--- src/rtl/sid_pkg.sv ---
`timescale 1ns / 1ps

package sid_pkg;

    localparam int TypeCount = 32;

    typedef enum logic [2:0] {
        ENC_SHORT_LIST,
        ENC_SHORT_COPY,
        ENC_LONG_LIST8,
        ENC_SHORT_BITMAP,
        ENC_LONG_LIST16,
        ENC_LONG_COPY,
        ENC_LONG_BITMAP
    } t_enc;

    typedef enum logic [1:0] {
        CMD_LIST8,
        CMD_LIST16,
        CMD_COPY,
        CMD_BITMAP
    } t_cmd;

    localparam t_enc ENC_TABLE [0:TypeCount-1] = '{
        ENC_SHORT_COPY, ENC_SHORT_COPY, ENC_SHORT_COPY, ENC_SHORT_COPY,
        ENC_SHORT_COPY, ENC_SHORT_COPY, ENC_SHORT_COPY, ENC_SHORT_COPY,
        ENC_SHORT_COPY, ENC_SHORT_COPY, ENC_SHORT_COPY, ENC_SHORT_COPY,
        ENC_SHORT_BITMAP, ENC_SHORT_BITMAP, ENC_SHORT_BITMAP, ENC_SHORT_BITMAP,
        ENC_SHORT_LIST, ENC_SHORT_LIST, ENC_SHORT_LIST, ENC_LONG_LIST8,
        ENC_SHORT_LIST, ENC_SHORT_LIST, ENC_SHORT_LIST, ENC_SHORT_LIST,
        ENC_LONG_COPY, ENC_LONG_COPY, ENC_LONG_COPY, ENC_LONG_BITMAP,
        ENC_LONG_LIST16, ENC_LONG_LIST16, ENC_LONG_LIST16, ENC_LONG_LIST16
    };

    localparam int CntW  = 12;
    localparam int StpW  = 3;
    localparam int PrmW  = 11;
    localparam int OffW  = 2;
    localparam int LenW  = 13;
    localparam int MulAW = 11;
    localparam int BaseW = 3;

    typedef struct packed {
        logic [7:0] b0;
        logic [7:0] b1;
        logic [7:0] b2;
        t_enc       enc;
    } t_cls;

    typedef struct packed {
        t_cmd             cmd;
        logic [CntW-1:0]  cnt;
        logic [StpW-1:0]  stp;
        logic [PrmW-1:0]  prm;
        logic [OffW-1:0]  off;
        logic [MulAW-1:0] mul_a;
        logic [StpW-1:0]  mul_b;
        logic [BaseW-1:0] base_len;
    } t_fld;

    typedef struct packed {
        t_cmd             cmd;
        logic [CntW-1:0]  cnt;
        logic [StpW-1:0]  stp;
        logic [PrmW-1:0]  prm;
        logic [OffW-1:0]  off;
        logic [LenW-1:0]  prod;
        logic [BaseW-1:0] base_len;
    } t_prd;

    typedef struct packed {
        t_cmd            cmd;
        logic [CntW-1:0] cnt;
        logic [StpW-1:0] stp;
        logic [PrmW-1:0] prm;
        logic [OffW-1:0] off;
        logic [LenW-1:0] len;
    } t_res;

endpackage

--- src/rtl/scanline_instr_decoder_core.sv ---
`timescale 1ns / 1ps
// channel  | direction | handshake          | payload
// request  | in        | i_valid / o_ready  | i_first_byte, i_second_byte, i_third_byte
// result   | out       | o_valid / i_ready  | o_command, o_repeat_count, o_step_value,
//          |           |                    | o_parameter_res, o_list_offset, o_length_bytes
//
// one request per cycle while no stage is blocked, one result per request
// stages: type table lookup, field extraction, stride multiply, length add
// synchronous active-low reset empties all four stages
// each stage holds while full and blocked; a stalled result keeps its stage and
// earlier stages still fill any empty slots behind it

module scanline_instr_decoder_core (
    input  logic        i_clk,
    input  logic        i_rst_n,
    input  logic        i_valid,
    output logic        o_ready,
    input  logic [7:0]  i_first_byte,
    input  logic [7:0]  i_second_byte,
    input  logic [7:0]  i_third_byte,
    output logic        o_valid,
    input  logic        i_ready,
    output logic [1:0]  o_command,
    output logic [11:0] o_repeat_count,
    output logic [2:0]  o_step_value,
    output logic [10:0] o_parameter_res,
    output logic [1:0]  o_list_offset,
    output logic [12:0] o_length_bytes
);
    import sid_pkg::*;

    logic w_cls_valid;
    logic w_cls_ready;
    t_cls w_cls;
    logic w_fld_valid;
    logic w_fld_ready;
    t_fld w_fld;
    t_res w_res;

    sid_classify u_classify (
        .i_clk         (i_clk),
        .i_rst_n       (i_rst_n),
        .i_valid       (i_valid),
        .o_ready       (o_ready),
        .i_first_byte  (i_first_byte),
        .i_second_byte (i_second_byte),
        .i_third_byte  (i_third_byte),
        .o_valid       (w_cls_valid),
        .i_ready       (w_cls_ready),
        .o_cls         (w_cls)
    );

    sid_extract u_extract (
        .i_clk   (i_clk),
        .i_rst_n (i_rst_n),
        .i_valid (w_cls_valid),
        .o_ready (w_cls_ready),
        .i_cls   (w_cls),
        .o_valid (w_fld_valid),
        .i_ready (w_fld_ready),
        .o_fld   (w_fld)
    );

    sid_length u_length (
        .i_clk   (i_clk),
        .i_rst_n (i_rst_n),
        .i_valid (w_fld_valid),
        .o_ready (w_fld_ready),
        .i_fld   (w_fld),
        .o_valid (o_valid),
        .i_ready (i_ready),
        .o_res   (w_res)
    );

    assign o_command       = w_res.cmd;
    assign o_repeat_count  = w_res.cnt;
    assign o_step_value    = w_res.stp;
    assign o_parameter_res = w_res.prm;
    assign o_list_offset   = w_res.off;
    assign o_length_bytes  = w_res.len;

endmodule

--- src/rtl/sid_classify.sv ---
`timescale 1ns / 1ps

module sid_classify (
    input  logic          i_clk,
    input  logic          i_rst_n,
    input  logic          i_valid,
    output logic          o_ready,
    input  logic [7:0]    i_first_byte,
    input  logic [7:0]    i_second_byte,
    input  logic [7:0]    i_third_byte,
    output logic          o_valid,
    input  logic          i_ready,
    output sid_pkg::t_cls o_cls
);
    import sid_pkg::*;

    logic r_valid;
    t_cls r_cls;
    t_cls n_cls;

    assign o_ready = !r_valid || i_ready;

    always_comb begin
        n_cls.b0  = i_first_byte;
        n_cls.b1  = i_second_byte;
        n_cls.b2  = i_third_byte;
        n_cls.enc = ENC_TABLE[i_first_byte[7:3]];
    end

    always_ff @(posedge i_clk) begin
        if (!i_rst_n) begin
            r_valid <= 1'b0;
        end else if (o_ready) begin
            r_valid <= i_valid;
        end
        if (i_valid && o_ready) begin
            r_cls <= n_cls;
        end
    end

    assign o_valid = r_valid;
    assign o_cls   = r_cls;

endmodule

--- src/rtl/sid_extract.sv ---
`timescale 1ns / 1ps

module sid_extract (
    input  logic          i_clk,
    input  logic          i_rst_n,
    input  logic          i_valid,
    output logic          o_ready,
    input  sid_pkg::t_cls i_cls,
    output logic          o_valid,
    input  logic          i_ready,
    output sid_pkg::t_fld o_fld
);
    import sid_pkg::*;

    logic r_valid;
    t_fld r_fld;
    t_fld n_fld;

    assign o_ready = !r_valid || i_ready;

    always_comb begin
        n_fld          = '0;
        n_fld.cmd      = CMD_BITMAP;
        n_fld.base_len = BaseW'(1);
        unique case (i_cls.enc)
            ENC_SHORT_LIST: begin
                n_fld.cmd      = CMD_LIST8;
                n_fld.cnt      = CntW'(i_cls.b0[4:0]) + CntW'(1);
                n_fld.stp      = StpW'(i_cls.b0[5]);
                n_fld.off      = OffW'(1);
                n_fld.mul_a    = MulAW'(i_cls.b0[4:0]);
                n_fld.mul_b    = StpW'(i_cls.b0[5]);
                n_fld.base_len = BaseW'(2);
            end
            ENC_SHORT_COPY: begin
                n_fld.cmd      = CMD_COPY;
                n_fld.cnt      = CntW'(i_cls.b0[4:0]) + CntW'(1);
                n_fld.stp      = StpW'(i_cls.b0[6:5]);
                n_fld.prm      = PrmW'(i_cls.b1);
                n_fld.base_len = BaseW'(2);
            end
            ENC_LONG_LIST8: begin
                n_fld.cmd      = CMD_LIST8;
                n_fld.cnt      = CntW'({i_cls.b0[2:0], i_cls.b1}) + CntW'(1);
                n_fld.stp      = StpW'(1);
                n_fld.off      = OffW'(2);
                n_fld.mul_a    = MulAW'({i_cls.b0[2:0], i_cls.b1});
                n_fld.mul_b    = StpW'(1);
                n_fld.base_len = BaseW'(3);
            end
            ENC_SHORT_BITMAP: begin
                n_fld.cmd      = CMD_BITMAP;
                n_fld.prm      = PrmW'(i_cls.b0[4:0]);
                n_fld.base_len = BaseW'(1);
            end
            ENC_LONG_LIST16: begin
                n_fld.cmd      = CMD_LIST16;
                n_fld.cnt      = CntW'({i_cls.b0[1:0], i_cls.b1}) + CntW'(1);
                n_fld.stp      = i_cls.b0[4:2];
                n_fld.off      = OffW'(2);
                n_fld.mul_a    = MulAW'({i_cls.b0[1:0], i_cls.b1});
                n_fld.mul_b    = i_cls.b0[4:2];
                n_fld.base_len = BaseW'(4);
            end
            ENC_LONG_COPY: begin
                n_fld.cmd      = CMD_COPY;
                n_fld.cnt      = CntW'(i_cls.b2) + CntW'(1);
                n_fld.stp      = StpW'(i_cls.b0[4:3]);
                n_fld.prm      = {i_cls.b0[2:0], i_cls.b1};
                n_fld.base_len = BaseW'(3);
            end
            default: begin
                n_fld.cmd      = CMD_BITMAP;
                n_fld.prm      = PrmW'(i_cls.b1);
                n_fld.base_len = BaseW'(2);
            end
        endcase
    end

    always_ff @(posedge i_clk) begin
        if (!i_rst_n) begin
            r_valid <= 1'b0;
        end else if (o_ready) begin
            r_valid <= i_valid;
        end
        if (i_valid && o_ready) begin
            r_fld <= n_fld;
        end
    end

    assign o_valid = r_valid;
    assign o_fld   = r_fld;

endmodule

--- src/rtl/sid_length.sv ---
`timescale 1ns / 1ps

module sid_length (
    input  logic          i_clk,
    input  logic          i_rst_n,
    input  logic          i_valid,
    output logic          o_ready,
    input  sid_pkg::t_fld i_fld,
    output logic          o_valid,
    input  logic          i_ready,
    output sid_pkg::t_res o_res
);
    import sid_pkg::*;

    logic                  r_a_valid;
    t_prd                  r_a;
    t_prd                  n_a;
    logic                  r_b_valid;
    t_res                  r_b;
    t_res                  n_b;
    logic                  w_ready_a;
    logic                  w_ready_b;
    logic [LenW-1:0]       w_prod;

    assign w_ready_b = !r_b_valid || i_ready;
    assign w_ready_a = !r_a_valid || w_ready_b;
    assign o_ready   = w_ready_a;

    // gap list size: entry count less one times stride
    assign w_prod = LenW'(i_fld.mul_a) * LenW'(i_fld.mul_b);

    always_comb begin
        n_a.cmd      = i_fld.cmd;
        n_a.cnt      = i_fld.cnt;
        n_a.stp      = i_fld.stp;
        n_a.prm      = i_fld.prm;
        n_a.off      = i_fld.off;
        n_a.prod     = w_prod;
        n_a.base_len = i_fld.base_len;
    end

    always_comb begin
        n_b.cmd = r_a.cmd;
        n_b.cnt = r_a.cnt;
        n_b.stp = r_a.stp;
        n_b.prm = r_a.prm;
        n_b.off = r_a.off;
        n_b.len = r_a.prod + LenW'(r_a.base_len);
    end

    always_ff @(posedge i_clk) begin
        if (!i_rst_n) begin
            r_a_valid <= 1'b0;
            r_b_valid <= 1'b0;
        end else begin
            if (w_ready_a) begin
                r_a_valid <= i_valid;
            end
            if (w_ready_b) begin
                r_b_valid <= r_a_valid;
            end
        end
        if (i_valid && w_ready_a) begin
            r_a <= n_a;
        end
        if (r_a_valid && w_ready_b) begin
            r_b <= n_b;
        end
    end

    assign o_valid = r_b_valid;
    assign o_res   = r_b;

endmodule

--- config.mk ---
export PLATFORM = sky130hd
export DESIGN_NAME = scanline_instr_decoder_core
export DESIGN_NICKNAME = d
export VERILOG_FILES = /design/src/rtl/sid_pkg.sv /design/src/rtl/scanline_instr_decoder_core.sv /design/src/rtl/sid_classify.sv /design/src/rtl/sid_extract.sv /design/src/rtl/sid_length.sv
export SDC_FILE = /design/constraint.sdc
export NUM_CORES = 1
export LEC_CHECK = 0
export BUFFER_PORTS_ARGS = -buffer_cell sky130_fd_sc_hd__buf_4
export CORE_ASPECT_RATIO = 1.2
export CORE_MARGIN = 1
export CORE_UTILIZATION = 45
export CTS_CLUSTER_DIAMETER = 100
export DETAILED_ROUTE_END_ITERATION = 6
export HOLD_SLACK_MARGIN = 0.05
export PLACE_DENSITY_LB_ADDON = 0.15
export REMOVE_ABC_BUFFERS = 1
export SLEW_MARGIN = 20
export SYNTH_ARGS = -nofsm -noshare
export SYNTH_HDL_FRONTEND = slang
export SYNTH_HIERARCHICAL = 1
export SYNTH_SLANG_ARGS = --single-unit
--- constraint.sdc ---
create_clock -name i_clk -period 8.3 [get_ports i_clk]
set_input_delay 0.83 -clock i_clk [delete_from_list [all_inputs] [get_ports i_clk]]
set_output_delay 0.83 -clock i_clk [all_outputs]
set_load 0.05 [all_outputs]
Word level (Yosys, flattened, before mapping)
Memory sizes are Yosys's and may differ from the RTL's. A register that Yosys moved wholly into a read port is not among the register bits.
Index checks and enable logic that the tools add are counted.
Widths: inputs -> output; s select.
Word-level totals
  bits of input ports: 28
  bits in registers: 163
  logic and storage cells: 63
  bits in read-only memories: 96
  output and inout port bits: 45
  memories kept: 1
Operators by class
  add/subtract/negate cells: 5
  multiplexer cells: 5
  $mul: 1
  equality and inequality tests: 5
  bitwise gates (word level): 1
  reductions and logical operators: 17
Memories
  (name not given): depth 32, bits a word 3, read ports 1, clocked after memory_dff 1, write ports 0, RTL line sid_classify.sv:27  | n_cls.enc = ENC_TABLE[i_first_byte[7:3]];
Operators with widths (number)
  $pmux 15 s5: 1
  $pmux 16 s3: 1
  $pmux 11 s3: 1
  $add 13x3->13: 1
  $mul 11x3->13: 1
  $add 11x1->12 const B: 1
  $add 10x1->11 const B: 1
  $add 8x1->9 const B: 1
  $pmux 3 s3: 1
  $add 5x1->6 const B: 1
  $eq 3x2->1 const B: 2
  $eq 3x3->1 const B: 2
  $not 5->6: 1
  $pmux 2 s3: 1
  $reduce_or 2->1: 3
  $logic_and 1x1->1: 4
  $logic_not 1->1: 4
  $logic_or 1x1->1: 4
  $eq 3x1->1 const B: 1
  $logic_not 3->1: 1
  $reduce_or 3->1: 1

Logic depth before layout (Yosys ltp)
  depth after elaboration: 6
  mapped depth: 10

Modules after synthesis
Netlist, hierarchy kept.
By module, submodules not included
  sid_length: seq. area each 2712.6 um^2, area each 3870.0 um^2, times used 1, cells an instance 250
  sid_extract: seq. area each 1431.4 um^2, area each 2401.1 um^2, times used 1, cells an instance 205
  sid_classify: seq. area each 830.8 um^2, area each 904.6 um^2, times used 1, cells an instance 39

Worst setup path before layout
No wires, ideal clock.
  path type: input -> register
  from: in i_ready
  to: reg u_length.r_b, in the netlist u_length/o_res[0], enable pin
  buffers on the path: 0
  slack: 5.019 ns
  library setup time: 0.449 ns
  stages on the path: 2
  arrival time: 2.833 ns
  cells stage by stage: nor2b_1 -> nor2b_1
On the way
  cells in the longest elaborated chain, start to end: 2
RTL lines
  from (decl): RTL line scanline_instr_decoder_core.sv:22  | input logic i_ready,
  $logic_or 1x1->1: RTL line sid_length.sv:25  | assign w_ready_b = !r_b_valid || i_ready;
  $logic_and 1x1->1: RTL line sid_length.sv:66  | if (r_a_valid && w_ready_b) begin
  to (signal assigned): RTL line sid_length.sv:67  | r_b <= n_b;
  to (decl): RTL line sid_length.sv:19  | t_res r_b;
No other way between the ends.
A chain may end at the register's enable or synchronous reset.

Worst setup path in the final report
  from: reg u_extract.r_fld, in the netlist u_extract/o_fld[4]
  to: reg u_length/r_a[15] in the netlist's numbering, data pin
On the way
  cells in the longest elaborated chain, start to end: 1
RTL lines
  from (decl): RTL line sid_extract.sv:16  | t_fld r_fld;
  from (signal assigned): RTL line sid_extract.sv:87  | r_fld <= n_fld;
  $mul 11x3->13: RTL line sid_length.sv:30  | assign w_prod = LenW'(i_fld.mul_a) * LenW'(i_fld.mul_b);
  via u_length.w_prod[12]: RTL line sid_length.sv:23  | logic [LenW-1:0] w_prod;
  to (signal assigned): RTL line sid_length.sv:64  | r_a <= n_a;
  to (decl): RTL line sid_length.sv:16  | t_prd r_a;
The timed path passes the listed nets, and every way through them passes these cells.

==> summary.md <==
| Metric | Value |
|---|---|
| DR DRC count | `0` |
| Routed WL per cell | `14.7 um` |
| Share of power burned in registers | `53.2%` |
| Pre-CTS setup slack | `5430 ps` |
| Setup Skew | `11.5 ps` |
| Placed instance area | `7870 um^2` |
| Crit Reg-Reg Startpoint | `u_extract/o_fld[4]` |
| Final Hold Fails | `0` |
| Vias in the first global route | `3908` |
| RSZ-0062 raised after global routing | `no` |
| M1 GR Usage | `18.9%` |
| Routed WL | `11600 um` |
| Post-Synthesis Cells | `493` |
| Via-to-Cell Ratio | `4.92` |
| DP HPWL | `8170 um` |
| Total clock buffers created by CTS | `17` |
| Largest stage delay on the critical path | `530 ps` |
| Worst hold path stage count | `0` |
| Tcrit/Tclk final | `34.6%` |
| Crit path DAT | `3040 ps` |
| Startpoint type of the worst setup path | `register` |
| Avg Inst Size Synth | `14.5 um^2` |
| GPL Wtd Cong | `0.844` |
| Fin area | `8460 um^2` |
| Area of the mapped netlist | `7150 um^2` |
| Buffers on Ports | `72` |
| PwrDens | `216 nW/um^2` |
| Tmin final | `2870 ps` |
| R2r endpoint | `u_length/r_a[15]` |
| Routing usage on met3 | `4.15%` |
| Maximum VDD drop | `0.133 mV` |
| LEAKAGE | `3.41 nW` |
| Grt peak-use layer | `met2` |
| Critical path peak fanout | `11` |
| WHS Endpoint | `u_length/n_b[34]` |
| Worst-path cell chain | `and2_1 > fa_1 > ha_1 > fa_1 > a21o_2 > nand4_1 > nand2_1 > o221ai_2 > xnor2_1` |
| Sw power | `396 uW` |
| 1st-iter DRT viols | `240` |
| CP top delay family | `adder cells` |
| Final Slew Violations | `0` |
| Core Region | `15600 um^2` |
| Clk root buf | `clkbuf_16` |
| Starting Density | `45.9%` |
| Kind of critical path | `register to register` |
| Worst Path Required | `8470 ps` |
| Rel. slew slack | `36.3%` |
| HP Class | `register to register` |
| GRT Total Usage | `15.8%` |
| Global-route wire length before repair | `19200 um` |
| Internal power | `1.43 mW` |
| Fmax | `0.348 GHz` |
| Reg2Reg Depth | `9` |
| Antenna Nets Post-Route | `0` |
| Clock Sinks | `166` |
| Leading cell type in the layout, fill and taps excluded | `edfxtp_1` |
| Skew-Pair Late Insertion Delay | `420 ps` |
| Die X-Extent | `117 um` |
| Synth warnings | `6` |
| Logic pwr share | `5.3%` |
| Worst hold start | `u_extract/o_fld[38]` |
| Nets@finish | `626` |
| CTS hold repair buffers | `0` |
| Commonest cells after routing, fill and taps aside | `162 x edfxtp_1, 72 x buf_4, 45 x nand2_1, 32 x inv_1, 25 x nor2_1` |
| GRT Residual Overflow | `0` |
| Status | `completed` |
| Clock slew at reported path FFs | `60 ps` |
| Clk buf depth | `2` |
| Worst path slowest cell | `edfxtp_1` |
| Postcts setup bufs | `0` |
| Initial antenna violation count | `0` |
| CTS tree | `done` |
| I/O pin count | `73` |
| Pre-Repair DR Iteration Count | `4` |
| Reg2reg setup slack | `5430 ps` |
| Share of cells above drive strength 1 | `20.3%` |
| Endpoint class of the critical path | `register` |
| Setup Viol. Count Final | `0` |
| H-tree Lvls | `4` |
| Slew @ Worst Pin | `948 ps` |
| DR vias | `3889` |
| CP dominant cell by count | `fa_1` |
| Max Cap Viol | `0` |
| WP buf/inv | `0` |
| Overall die area | `16400 um^2` |
| Largest net degree at the start of global routing | `48` |
| Diode count | `0` |
| Sw frac | `21.7%` |
| Die Y | `140 um` |
| Resized Gates After CTS | `0` |
| Clock network fraction of total power | `41.5%` |
| Final WS setup | `5430 ps` |
| Final setup TNS | `0 ps` |
| Total power draw | `1.83 mW` |
| Met2 global-route usage | `26.2%` |
| Area growth syn-to-layout | `18.5%` |
| FP Rows | `50` |
## cell type report
class / count / area, um^2
repair buffers: 73 / 561
clock buffers: 17 / 425
inverters: 33 / 124
fillers: 1267 / 7110
multi-input cells: 278 / 2000
flip-flops and latches: 166 / 4940
well taps: 208 / 260
clock inverters: 15 / 150
## power groups by stage
stage / sequential (mW) / clock [mW] / combinational [mW]
floorplan: 0.989 / 0 / 0.0564
global placement: 0.988 / 0 / 0.0953
detailed placement: 0.989 / 0 / 0.0968
CTS: 0.971 / 0.776 / 0.0973
global route: 0.974 / 0.815 / 0.109
finish: 0.971 / 0.757 / 0.0971
## layer usage
metal / up-vias / part of all wire [%]
li1: 1942 / -
met1: 1836 / 42
met2: 96 / 53
met3: 15 / 2.8
met4: 0 / 1.9
met5: - / 0
## worst max-delay path by stage
stage	slack [ps]	depth (start not counted)	startpoint	endpoint
finish	5430	9	u_extract/o_fld[4]	u_length/r_a[15]
global route	5300	9	u_extract/o_fld[5]	u_length/r_a[15]
CTS	5430	9	u_extract/o_fld[4]	u_length/r_a[15]
detailed placement	5430	9	u_extract/o_fld[4]	u_length/r_a[15]
global placement	5470	9	u_extract/o_fld[5]	u_length/r_a[15]
floorplan	5020	2	i_ready	u_length/o_res[0]
## worst register-to-register path, stage by stage (launching register included)
cell and delay (ps):
edfxtp_1 530, and2_1 240, fa_1 460, ha_1 240, fa_1 410, a21o_2 220, nand4_1 140, nand2_1 110
o221ai_2 190, xnor2_1 90
## state kept, by name, indices dropped and copies added (netlist names)
signal              flops
u_length/r_a_valid      1
u_length/o_valid        1
u_extract/o_valid       1
u_length/r_a           16
u_length/o_res         43
u_extract/o_fld        47
u_length/n_b           30
u_classify/o_valid      1
u_classify/o_cls       26
## stage by stage
step | cells | hold WS (ps) | utilization (%)
6_report | 790 | 412 | 54.3
5_1_grt | 790 | 417 | 54.3
4_1_cts | 789 | 417 | 54.2
3_5_place_dp | 757 | 405 | 50.5
3_3_place_gp | 757 | 403 | 50.5
2_1_floorplan | 477 | 400 | -
Power figures use the tool's default switching activity.
